### config.mk
export PLATFORM = sky130hd
export DESIGN_NAME = particulate_aqi_calculator
export DESIGN_NICKNAME = d
export VERILOG_FILES = /design/src/rtl/core/aqi_pkg.sv /design/src/rtl/core/aqi_flow_ctrl.sv /design/src/rtl/core/aqi_seg_map.sv /design/src/rtl/core/aqi_div_sat.sv /design/src/rtl/core/particulate_aqi_calculator.sv
export SDC_FILE = /design/constraint.sdc
export NUM_CORES = 2
export LEC_CHECK = 0
export ABC_AREA = 0
export BUFFER_PORTS_ARGS = -buffer_cell sky130_fd_sc_hd__clkbuf_2
export CAP_MARGIN = 15
export CORE_MARGIN = 2
export CORE_UTILIZATION = 60
export DETAILED_ROUTE_END_ITERATION = 8
export PLACE_DENSITY = 0.76
export RECOVER_POWER = 25
export SLEW_MARGIN = 0
export SYNTH_ARGS = -nofsm -noshare
export SYNTH_HDL_FRONTEND = slang
export SYNTH_HIERARCHICAL = 1
export SYNTH_SLANG_ARGS = --single-unit
### constraint.sdc
create_clock -name clk_i -period 37.9 [get_ports clk_i]
set_clock_uncertainty 0.1 [all_clocks]
set_input_delay 5.685 -clock clk_i [delete_from_list [all_inputs] [get_ports clk_i]]
set_output_delay 5.685 -clock clk_i [all_outputs]
set_load 0.02 [all_outputs]
### src/rtl/core/aqi_pkg.sv
package aqi_pkg;

  // Field widths.
  localparam int unsigned V_W   = 16;
  localparam int unsigned OUT_W = 20;
  localparam int unsigned IN_DATA_W  = 2 * V_W;
  localparam int unsigned OUT_DATA_W = 2 * OUT_W;

  localparam int unsigned MAX_CONCENTRATION_DEFAULT = 1000;

  // Index arithmetic: Q.4 results, breakpoints held in tenths.
  localparam int unsigned FRAC_ONE = 16;
  localparam int unsigned TENTHS   = 10;

  // Segment tables; the last segment's upper breakpoint and index come
  // from MAX_CONCENTRATION, so the last entries of the HI and B tables are unused.
  localparam int unsigned SEG_N = 6;
  localparam int unsigned SEG_W = $clog2(SEG_N);

  localparam int unsigned PM25_VLIM [SEG_N-1] = '{9, 35, 55, 125, 225};
  localparam int unsigned PM25_LO   [SEG_N]   = '{0, 91, 355, 555, 1255, 2255};
  localparam int unsigned PM25_HI   [SEG_N]   = '{90, 354, 554, 1254, 2254, 0};
  localparam int unsigned PM10_VLIM [SEG_N-1] = '{54, 154, 254, 354, 424};
  localparam int unsigned PM10_LO   [SEG_N]   = '{0, 550, 1550, 2550, 3550, 4250};
  localparam int unsigned PM10_HI   [SEG_N]   = '{540, 1540, 2540, 3540, 4240, 0};
  localparam int unsigned IDX_A     [SEG_N]   = '{0, 51, 101, 151, 201, 301};
  localparam int unsigned IDX_B     [SEG_N]   = '{50, 100, 150, 200, 300, 0};

  // Datapath widths, sized for the whole MAX_CONCENTRATION range.
  localparam int unsigned DIGIT_W     = 8;   // concentration split into two digits
  localparam int unsigned D_W         = 21;  // divisor, twice the segment span
  localparam int unsigned M_W         = 23;  // reciprocal of the divisor
  localparam int unsigned IP_W        = 8;   // whole part of the slope
  localparam int unsigned IH_W        = DIGIT_W;
  localparam int unsigned K_W         = 20;  // signed offset
  localparam int unsigned N2_W        = 30;  // residual numerator
  localparam int unsigned Q_W         = 10;  // residual quotient
  localparam int unsigned S_W         = 26;  // signed index sum
  localparam int unsigned RECIP_SHIFT = 30;
  localparam int unsigned PR_W        = Q_W + D_W;
  localparam int unsigned EST_W       = N2_W + M_W;

  localparam logic [OUT_W-1:0] AQI_SAT = '1;

  // Pipeline stages.
  localparam int unsigned STAGE_N = 5;
  localparam int unsigned ST_IN   = 0;
  localparam int unsigned ST_MAP  = 1;
  localparam int unsigned ST_EST  = 2;
  localparam int unsigned ST_PROD = 3;
  localparam int unsigned ST_OUT  = 4;

  typedef struct packed {
    logic [STAGE_N-1:0] load;
    logic [STAGE_N-1:0] valid;
    logic               in_ready;
  } aqi_flow_t;

endpackage

### src/rtl/core/aqi_flow_ctrl.sv
module aqi_flow_ctrl import aqi_pkg::*; (
  input  logic      clk_i,
  input  logic      rst_ni,
  input  logic      s_valid_i,
  input  logic      m_ready_i,
  output aqi_flow_t flow_o
);

  logic [STAGE_N-1:0] valid_q, valid_d, rdy, load;

  // A stage may take a new item when it is empty or its item moves on.
  always_comb begin
    rdy[STAGE_N-1] = !valid_q[STAGE_N-1] || m_ready_i;
    for (int k = STAGE_N - 2; k >= 0; k--) begin
      rdy[k] = !valid_q[k] || rdy[k+1];
    end
    load[0]    = rdy[0] && s_valid_i;
    valid_d[0] = rdy[0] ? s_valid_i : valid_q[0];
    for (int k = 1; k < STAGE_N; k++) begin
      load[k]    = rdy[k] && valid_q[k-1];
      valid_d[k] = rdy[k] ? valid_q[k-1] : valid_q[k];
    end
  end

  always_ff @(posedge clk_i or negedge rst_ni) begin
    if (!rst_ni) begin
      valid_q <= '0;
    end else begin
      valid_q <= valid_d;
    end
  end

  assign flow_o.load     = load;
  assign flow_o.valid    = valid_q;
  assign flow_o.in_ready = rdy[0];

endmodule

### src/rtl/core/aqi_seg_map.sv
module aqi_seg_map import aqi_pkg::*; #(
  parameter bit          IS_PM10           = 1'b0,
  parameter int unsigned MAX_CONCENTRATION = MAX_CONCENTRATION_DEFAULT
) (
  input  logic                   clk_i,
  input  aqi_flow_t              flow_i,
  input  logic [V_W-1:0]         conc_i,
  output logic [N2_W-1:0]        n2_o,
  output logic signed [S_W-1:0]  base_o,
  output logic [D_W-1:0]         d_o,
  output logic [M_W-1:0]         m_o
);

  // Per segment the index is a*16 + floor((P*v + Z) / D). With P = Ip*D + Rp,
  // Z = Iz*D + Rz and Rp*256 = Ih*D + Rh this becomes
  //   K + Ip*v + Ih*vh + floor((Rh*vh + Rp*vl + Rz) / D),
  // where the residual numerator stays below about 511*D.
  logic [D_W-1:0]         seg_d  [SEG_N];
  logic [M_W-1:0]         seg_m  [SEG_N];
  logic [IP_W-1:0]        seg_ip [SEG_N];
  logic [IH_W-1:0]        seg_ih [SEG_N];
  logic [D_W-1:0]         seg_rp [SEG_N];
  logic [D_W-1:0]         seg_rh [SEG_N];
  logic [D_W-1:0]         seg_rz [SEG_N];
  logic signed [K_W-1:0]  seg_k  [SEG_N];

  for (genvar g = 0; g < SEG_N; g++) begin : g_seg
    localparam longint Lo = IS_PM10 ? longint'(PM10_LO[g]) : longint'(PM25_LO[g]);
    localparam longint Hi = (g == SEG_N - 1) ? longint'(MAX_CONCENTRATION) * TENTHS :
                            (IS_PM10 ? longint'(PM10_HI[g]) : longint'(PM25_HI[g]));
    localparam longint Ia = longint'(IDX_A[g]);
    localparam longint Ib = (g == SEG_N - 1) ? longint'(MAX_CONCENTRATION) :
                            longint'(IDX_B[g]);
    localparam longint Span = Hi - Lo;
    localparam longint Dv   = 2 * Span;
    localparam longint Pv   = 2 * FRAC_ONE * TENTHS * (Ib - Ia);
    localparam longint Zv   = Span - 2 * FRAC_ONE * (Ib - Ia) * Lo;
    localparam longint Ipv  = Pv / Dv;
    localparam longint Rpv  = Pv % Dv;
    localparam longint Izv  = (Zv >= 0) ? Zv / Dv : -((Dv - 1 - Zv) / Dv);
    localparam longint Rzv  = Zv - Izv * Dv;
    localparam longint Ihv  = (Rpv * (longint'(1) << DIGIT_W)) / Dv;
    localparam longint Rhv  = (Rpv * (longint'(1) << DIGIT_W)) % Dv;
    localparam longint Mv   = (longint'(1) << RECIP_SHIFT) / Dv;
    localparam longint Kv   = Ia * FRAC_ONE + Izv;

    assign seg_d[g]  = D_W'(Dv);
    assign seg_m[g]  = M_W'(Mv);
    assign seg_ip[g] = IP_W'(Ipv);
    assign seg_ih[g] = IH_W'(Ihv);
    assign seg_rp[g] = D_W'(Rpv);
    assign seg_rh[g] = D_W'(Rhv);
    assign seg_rz[g] = D_W'(Rzv);
    assign seg_k[g]  = K_W'(Kv);
  end

  // Input stage: register the concentration and its segment.
  logic [SEG_W-1:0] seg_d0, seg_q;
  logic [V_W-1:0]   v_q;

  always_comb begin
    seg_d0 = '0;
    for (int i = 0; i < SEG_N - 1; i++) begin
      if (conc_i > V_W'(IS_PM10 ? PM10_VLIM[i] : PM25_VLIM[i])) begin
        seg_d0 = seg_d0 + SEG_W'(1);
      end
    end
  end

  always_ff @(posedge clk_i) begin
    if (flow_i.load[ST_IN]) begin
      v_q   <= conc_i;
      seg_q <= seg_d0;
    end
  end

  // Map stage: constant-coefficient products.
  logic [DIGIT_W-1:0]      vh, vl;
  logic [D_W+DIGIT_W-1:0]  p_rh, p_rp;
  logic [IP_W+V_W-1:0]     p_ip;
  logic [2*DIGIT_W-1:0]    p_ih;
  logic [N2_W-1:0]         n2_d;
  logic signed [S_W-1:0]   base_d;
  logic signed [K_W-1:0]   k_sel;

  assign vh    = v_q[V_W-1:DIGIT_W];
  assign vl    = v_q[DIGIT_W-1:0];
  assign k_sel = seg_k[seg_q];

  always_comb begin
    p_rh   = (D_W+DIGIT_W)'(seg_rh[seg_q]) * (D_W+DIGIT_W)'(vh);
    p_rp   = (D_W+DIGIT_W)'(seg_rp[seg_q]) * (D_W+DIGIT_W)'(vl);
    p_ip   = (IP_W+V_W)'(seg_ip[seg_q]) * (IP_W+V_W)'(v_q);
    p_ih   = (2*DIGIT_W)'(seg_ih[seg_q]) * (2*DIGIT_W)'(vh);
    n2_d   = N2_W'(p_rh) + N2_W'(p_rp) + N2_W'(seg_rz[seg_q]);
    base_d = $signed({{(S_W-K_W){k_sel[K_W-1]}}, k_sel})
           + $signed({{(S_W-IP_W-V_W){1'b0}}, p_ip})
           + $signed({{(S_W-2*DIGIT_W){1'b0}}, p_ih});
  end

  always_ff @(posedge clk_i) begin
    if (flow_i.load[ST_MAP]) begin
      n2_o   <= n2_d;
      base_o <= base_d;
      d_o    <= seg_d[seg_q];
      m_o    <= seg_m[seg_q];
    end
  end

endmodule

### src/rtl/core/aqi_div_sat.sv
module aqi_div_sat import aqi_pkg::*; (
  input  logic                   clk_i,
  input  aqi_flow_t              flow_i,
  input  logic [N2_W-1:0]        n2_i,
  input  logic signed [S_W-1:0]  base_i,
  input  logic [D_W-1:0]         d_i,
  input  logic [M_W-1:0]         m_i,
  output logic [OUT_W-1:0]       aqi_o
);

  // Estimate stage: the truncated reciprocal gives the quotient or one less.
  logic [EST_W-1:0]      est;
  logic [Q_W-1:0]        qest_q;
  logic [N2_W-1:0]       n2_e_q;
  logic signed [S_W-1:0] base_e_q;
  logic [D_W-1:0]        d_e_q;

  assign est = EST_W'(n2_i) * EST_W'(m_i);

  always_ff @(posedge clk_i) begin
    if (flow_i.load[ST_EST]) begin
      qest_q   <= est[RECIP_SHIFT +: Q_W];
      n2_e_q   <= n2_i;
      base_e_q <= base_i;
      d_e_q    <= d_i;
    end
  end

  // Product stage: back-multiply the estimate.
  logic [PR_W-1:0]       prod_q;
  logic [Q_W-1:0]        qest_p_q;
  logic [N2_W-1:0]       n2_p_q;
  logic signed [S_W-1:0] base_p_q;
  logic [D_W-1:0]        d_p_q;

  always_ff @(posedge clk_i) begin
    if (flow_i.load[ST_PROD]) begin
      prod_q   <= PR_W'(qest_q) * PR_W'(d_e_q);
      qest_p_q <= qest_q;
      n2_p_q   <= n2_e_q;
      base_p_q <= base_e_q;
      d_p_q    <= d_e_q;
    end
  end

  // Output stage: correct the estimate, add the offset and saturate.
  logic [N2_W-1:0]       rem;
  logic [Q_W-1:0]        q_fix;
  logic signed [S_W-1:0] total;
  logic [OUT_W-1:0]      aqi_d;

  always_comb begin
    rem   = n2_p_q - prod_q[N2_W-1:0];
    q_fix = qest_p_q + Q_W'(rem >= N2_W'(d_p_q));
    total = base_p_q + $signed({{(S_W-Q_W){1'b0}}, q_fix});
    if (total[S_W-1]) begin
      aqi_d = '0;
    end else if (total > $signed({{(S_W-OUT_W){1'b0}}, AQI_SAT})) begin
      aqi_d = AQI_SAT;
    end else begin
      aqi_d = total[OUT_W-1:0];
    end
  end

  always_ff @(posedge clk_i) begin
    if (flow_i.load[ST_OUT]) begin
      aqi_o <= aqi_d;
    end
  end

endmodule

### src/rtl/core/particulate_aqi_calculator.sv
// Particulate air quality index: PM2.5 and PM10 mapped to Q16.4 index values.
// Pipeline: each item passes through five register stages (input, segment map,
// reciprocal estimate, product, output).
// Throughput: one item per cycle while the output is taken; a full stage holds while the next one cannot take its item.
// Reset: asynchronous and active low, clears the stage valid bits only.
module particulate_aqi_calculator import aqi_pkg::*; #(
  parameter int unsigned MAX_CONCENTRATION = MAX_CONCENTRATION_DEFAULT
) (
  input  logic                  clk_i,
  input  logic                  rst_ni,
  input  logic                  s_axis_tvalid,
  output logic                  s_axis_tready,
  // [15:0] pm2_5_concentration, [31:16] pm10_concentration
  input  logic [IN_DATA_W-1:0]  s_axis_tdata,
  output logic                  m_axis_tvalid,
  input  logic                  m_axis_tready,
  // [19:0] aqi_pm2_5, [39:20] aqi_pm10
  output logic [OUT_DATA_W-1:0] m_axis_tdata
);

  aqi_flow_t flow;

  aqi_flow_ctrl u_flow (
    .clk_i     (clk_i),
    .rst_ni    (rst_ni),
    .s_valid_i (s_axis_tvalid),
    .m_ready_i (m_axis_tready),
    .flow_o    (flow)
  );

  assign s_axis_tready = flow.in_ready;
  assign m_axis_tvalid = flow.valid[ST_OUT];

  logic [N2_W-1:0]        n2_25, n2_10;
  logic signed [S_W-1:0]  base_25, base_10;
  logic [D_W-1:0]         d_25, d_10;
  logic [M_W-1:0]         m_25, m_10;
  logic [OUT_W-1:0]       aqi_25, aqi_10;

  aqi_seg_map #(
    .IS_PM10           (1'b0),
    .MAX_CONCENTRATION (MAX_CONCENTRATION)
  ) u_map_pm25 (
    .clk_i  (clk_i),
    .flow_i (flow),
    .conc_i (s_axis_tdata[V_W-1:0]),
    .n2_o   (n2_25),
    .base_o (base_25),
    .d_o    (d_25),
    .m_o    (m_25)
  );

  aqi_seg_map #(
    .IS_PM10           (1'b1),
    .MAX_CONCENTRATION (MAX_CONCENTRATION)
  ) u_map_pm10 (
    .clk_i  (clk_i),
    .flow_i (flow),
    .conc_i (s_axis_tdata[2*V_W-1:V_W]),
    .n2_o   (n2_10),
    .base_o (base_10),
    .d_o    (d_10),
    .m_o    (m_10)
  );

  aqi_div_sat u_div_pm25 (
    .clk_i  (clk_i),
    .flow_i (flow),
    .n2_i   (n2_25),
    .base_i (base_25),
    .d_i    (d_25),
    .m_i    (m_25),
    .aqi_o  (aqi_25)
  );

  aqi_div_sat u_div_pm10 (
    .clk_i  (clk_i),
    .flow_i (flow),
    .n2_i   (n2_10),
    .base_i (base_10),
    .d_i    (d_10),
    .m_i    (m_10),
    .aqi_o  (aqi_10)
  );

  assign m_axis_tdata = {aqi_10, aqi_25};

`ifndef SYNTHESIS
  // With the output free, every stage can move, so the input must be ready.
  a_ready_when_out_free: assert property (@(posedge clk_i) disable iff (!rst_ni)
    (!m_axis_tvalid || m_axis_tready) |-> s_axis_tready)
    else $error("input stalled while the output stage was free");

  // A new result only comes from the product stage.
  a_out_from_prod: assert property (@(posedge clk_i) disable iff (!rst_ni)
    $rose(m_axis_tvalid) |-> $past(flow.valid[ST_PROD]))
    else $error("result appeared without an item in the product stage");

  // An item entering an empty pipeline is offered at the output once it has passed every stage.
  a_empty_latency: assert property (@(posedge clk_i) disable iff (!rst_ni)
    (s_axis_tvalid && s_axis_tready && (flow.valid == '0)) |-> ##5 m_axis_tvalid)
    else $error("item lost in an empty pipeline");
`endif

endmodule

==> impl_metrics.csv <==
group,metric,value,unit
final_layout,layout_common_cells,"2275 x inv_1, 1798 x fa_1, 1541 x nand2_1",
critical_path,end_kind,"output port",
clock_network,cts_resized,0,
routing,finalWirelength,236000,um
global_route,grt_max_degree,81,
routing,antenna_left,0,
sta,layout_min_cycle_time,12.41,ns
synth,synthTopCellsByArea,"fa_1 37%, edfxtp_1 19%, ha_1 11%",
placement,dp_hpwl,176000,um
clock_network,cts_tree,"built",
floorplan,num_rows,148,
synth,yosys.cell_types.count,111,
critical_path,cp.arrival,6.62,ns
routing,viasPerCell,5.65,
critical_path,crit_path_end,"s_axis_tready",
routing,firstDrtPassIters,6,
global_route,antenna_found_initial,6,
synth,ys_ff_latch,630,
global_route,grt_first_pass_wirelength,388000,um
clock_network,clk_pin_slew,0.06,ns
placement,place_congestion,0.920,
synth,synthAdderAreaFrac,0.479,
clock_network,h-tree-depth,3,
critical_path,startpoint,"m_axis_tready",
synth,async_flop_share,0.00794,
final_layout,drive_gt1_frac,0.0328,
clock_network,cts_sinks,630,
synth,avgSynthCellArea,9.78,um2
routing,vias,68626,
sta,worst_pin_slew,2.89,ns
sta,finalHoldViolCount,0,
routing,wire_per_inst,19.4,um
critical_path,reg2reg_depth,27,
sta,tns,0,ns
placement,port_buffers,77,
status,outcome,"finished, violations left",
synth,synth_ff_type,"edfxtp_1",
clock_network,postCtsSetupRepairBufs,0,
placement,place_area,101000,um2
synth,synth_edf_count,625,
critical_path,cp_max_fo,7,
floorplan,pin_count,78,
synth,syn_inst,10083,
synth,synth_warnings,6,
floorplan,start_util,0.605,
sta,relSlewSlack,-0.929,
synth,synth-compound-area-share,0.0590,
synth,synthesis.area,98600,um2
clock_network,cts_buffer_depth,3,
status,violations,"capacitance limit, slew limit",
clock_network,clk_latency,0.69,ns
synth,synthMuxAreaShare,0.00169,
synth,synthXorXnorAreaFrac,0.0311,
global_route,grt_use_total,0.291,
synth,yosys.area.top_type,"fa_1",
critical_path,critical_path_class,"input pin to output port",
sta,fmax,80.6,MHz
clock_network,cts_made_buffers,68,
synth,synth_top_family_by_area,"adder cells",
sta,setup_violations,0,
critical_path,cp-start-kind,"input pin",
critical_path,reg2reg_to,"u_map_pm10/base_o[24]$_DFFE_PP_",
final_layout,area_delta_synth_final,4.23,%
synth,synth_top_area_frac,0.365,
critical_path,crit_required,32.12,ns
sta,drv_slew,1200,
synth,yosysSeqAreaShare,0.192,
final_layout,stdcell_area,103000,um2
run,maxCapViolCount,45,
global_route,grt_pass1_vias,74835,
final_layout,nNetsFinal,12650,
clock_network,holdBufCountCts,0,
final_layout,final_common_cell,"inv_1",
critical_path,rr_startpoint,"u_map_pm10/seg_q[2]$_DFFE_PP_",
sta,fin_crit_sh,0.327,
floorplan,die-area,168000,um2
global_route,overflow,0,
hold_path,min_path_type,"register to register",
floorplan,fp.dieW,409,um
routing,drt_iter0_drc,5176,
floorplan,die_h,409,um
sta,rsz0062_at_grt,"no",
routing,drc,0,
critical_path,r2r_slack,27.24,ns
synth,synthSimpleGateAreaFrac,0.130,
floorplan,core_area,163000,um2
clock_network,root_buffer,"clkbuf_16",
-- metrics by stage --
step	hold slack (ns)	setup slack, ns	util	instances
after floorplan	0.300	14.04	-	10123
after global placement	0.300	25.50	0.618	12019
after detailed placement	0.305	25.49	0.618	12019
after CTS	0.314	25.48	0.632	12141
after global routing	0.321	25.41	0.631	12143
final	0.312	25.49	0.631	12147
-- per-layer routing --
metal / share of wire / GRT usage
met3: 0.093 / 0.0597
met4: 0.036 / 0.0993
met1: 0.39 / 0.388
met5: 0.000038 / 0
met2: 0.48 / 0.478
-- Yosys cell counts (7+ instances only) --
cell type	count
nand2b_1	29
buf_1	7
nand3_1	84
o21ai_0	142
inv_1	2275
fa_1	1798
o31ai_1	18
a21o_1	94
a211o_1	10
mux2i_1	11
nand2_1	1541
a211oi_1	51
a21oi_1	253
xor2_1	96
nor4_1	18
nor2_1	276
o211ai_1	16
o31a_1	12
o22ai_1	8
o21ai_2	21
o21bai_1	28
nand4_1	40
clkbuf_1	376
xnor2_1	248
nor2b_1	70
o221ai_1	8
and2_1	569
a31oi_1	31
buf_4	62
and4_1	7
edfxtp_1	625
nor3_1	47
or3_1	14
ha_1	900
or4_1	7
o21a_1	48
a31o_2	7
o2111ai_1	8
and3_1	40
or2_2	20
o41ai_1	7
-- worst min path at each step --
stage,slack [ns],end,cells after the start,startpoint
floorplan,0.30,u_div_pm10/base_e_q[0]$_DFFE_PP_,0,u_map_pm10/base_o[0]$_DFFE_PP_
global placement,0.30,u_div_pm10/n2_p_q[23]$_DFFE_PP_,0,u_div_pm10/n2_e_q[23]$_DFFE_PP_
detailed placement,0.30,u_div_pm10/base_p_q[3]$_DFFE_PP_,0,u_div_pm10/base_e_q[3]$_DFFE_PP_
CTS,0.31,u_div_pm10/base_p_q[3]$_DFFE_PP_,0,u_div_pm10/base_e_q[3]$_DFFE_PP_
global route,0.32,u_div_pm10/n2_p_q[1]$_DFFE_PP_,0,u_div_pm10/n2_e_q[1]$_DFFE_PP_
finish,0.31,u_div_pm25/base_p_q[18]$_DFFE_PP_,0,u_div_pm25/base_e_q[18]$_DFFE_PP_
-- worst max-delay path: stages --
cell,delay [ns]
clkbuf_2,0.09
and4b_1,0.53
nand3_1,0.14
clkbuf_2,0.18
-- logic make-up after synthesis --
kind of cell / count (synthesis)
AO/OA/AOI/OAI: 864
other: 3
AND/OR/NAND/NOR: 2790
flip-flops: 630
multiplexers: 16
buffers and inverters: 2736
XOR/XNOR: 346
adder cells (fa/ha/maj): 2698
-- registers in the layout (all words and copies together) (netlist names), 21 cells and up --
register and count:
u_div_pm10/n2_e_q 30, u_map_pm25/n2_o 24, u_div_pm10/base_e_q 26, u_div_pm10/d_p_q 21, u_div_pm25/prod_q 30, u_div_pm10/n2_p_q 30
u_div_pm25/n2_p_q 30, u_div_pm25/base_p_q 26, u_div_pm25/d_p_q 21, u_map_pm25/base_o 25, u_div_pm10/d_e_q 21, u_div_pm25/d_e_q 21
u_div_pm10/base_p_q 26, u_map_pm10/n2_o 22, u_div_pm10/prod_q 30, u_div_pm25/base_e_q 26, u_div_pm25/n2_e_q 30, u_map_pm10/base_o 26
-- area by class of cell --
cell class | count | area, um2
Antenna cell | 4 | 10.0
Clock buffer | 77 | 1760
Clock inverter | 45 | 522
Fill cell | 13025 | 60200
Inverter | 2281 | 8560
Multi-Input combinational cell | 6757 | 69400
Sequential cell | 630 | 18900
Tap cell | 2175 | 2720
Timing Repair Buffer | 178 | 948
Power is left out: the tool's default activity adds up to more than one toggle a clock period on the data nets, which glitch-free logic cannot reach.
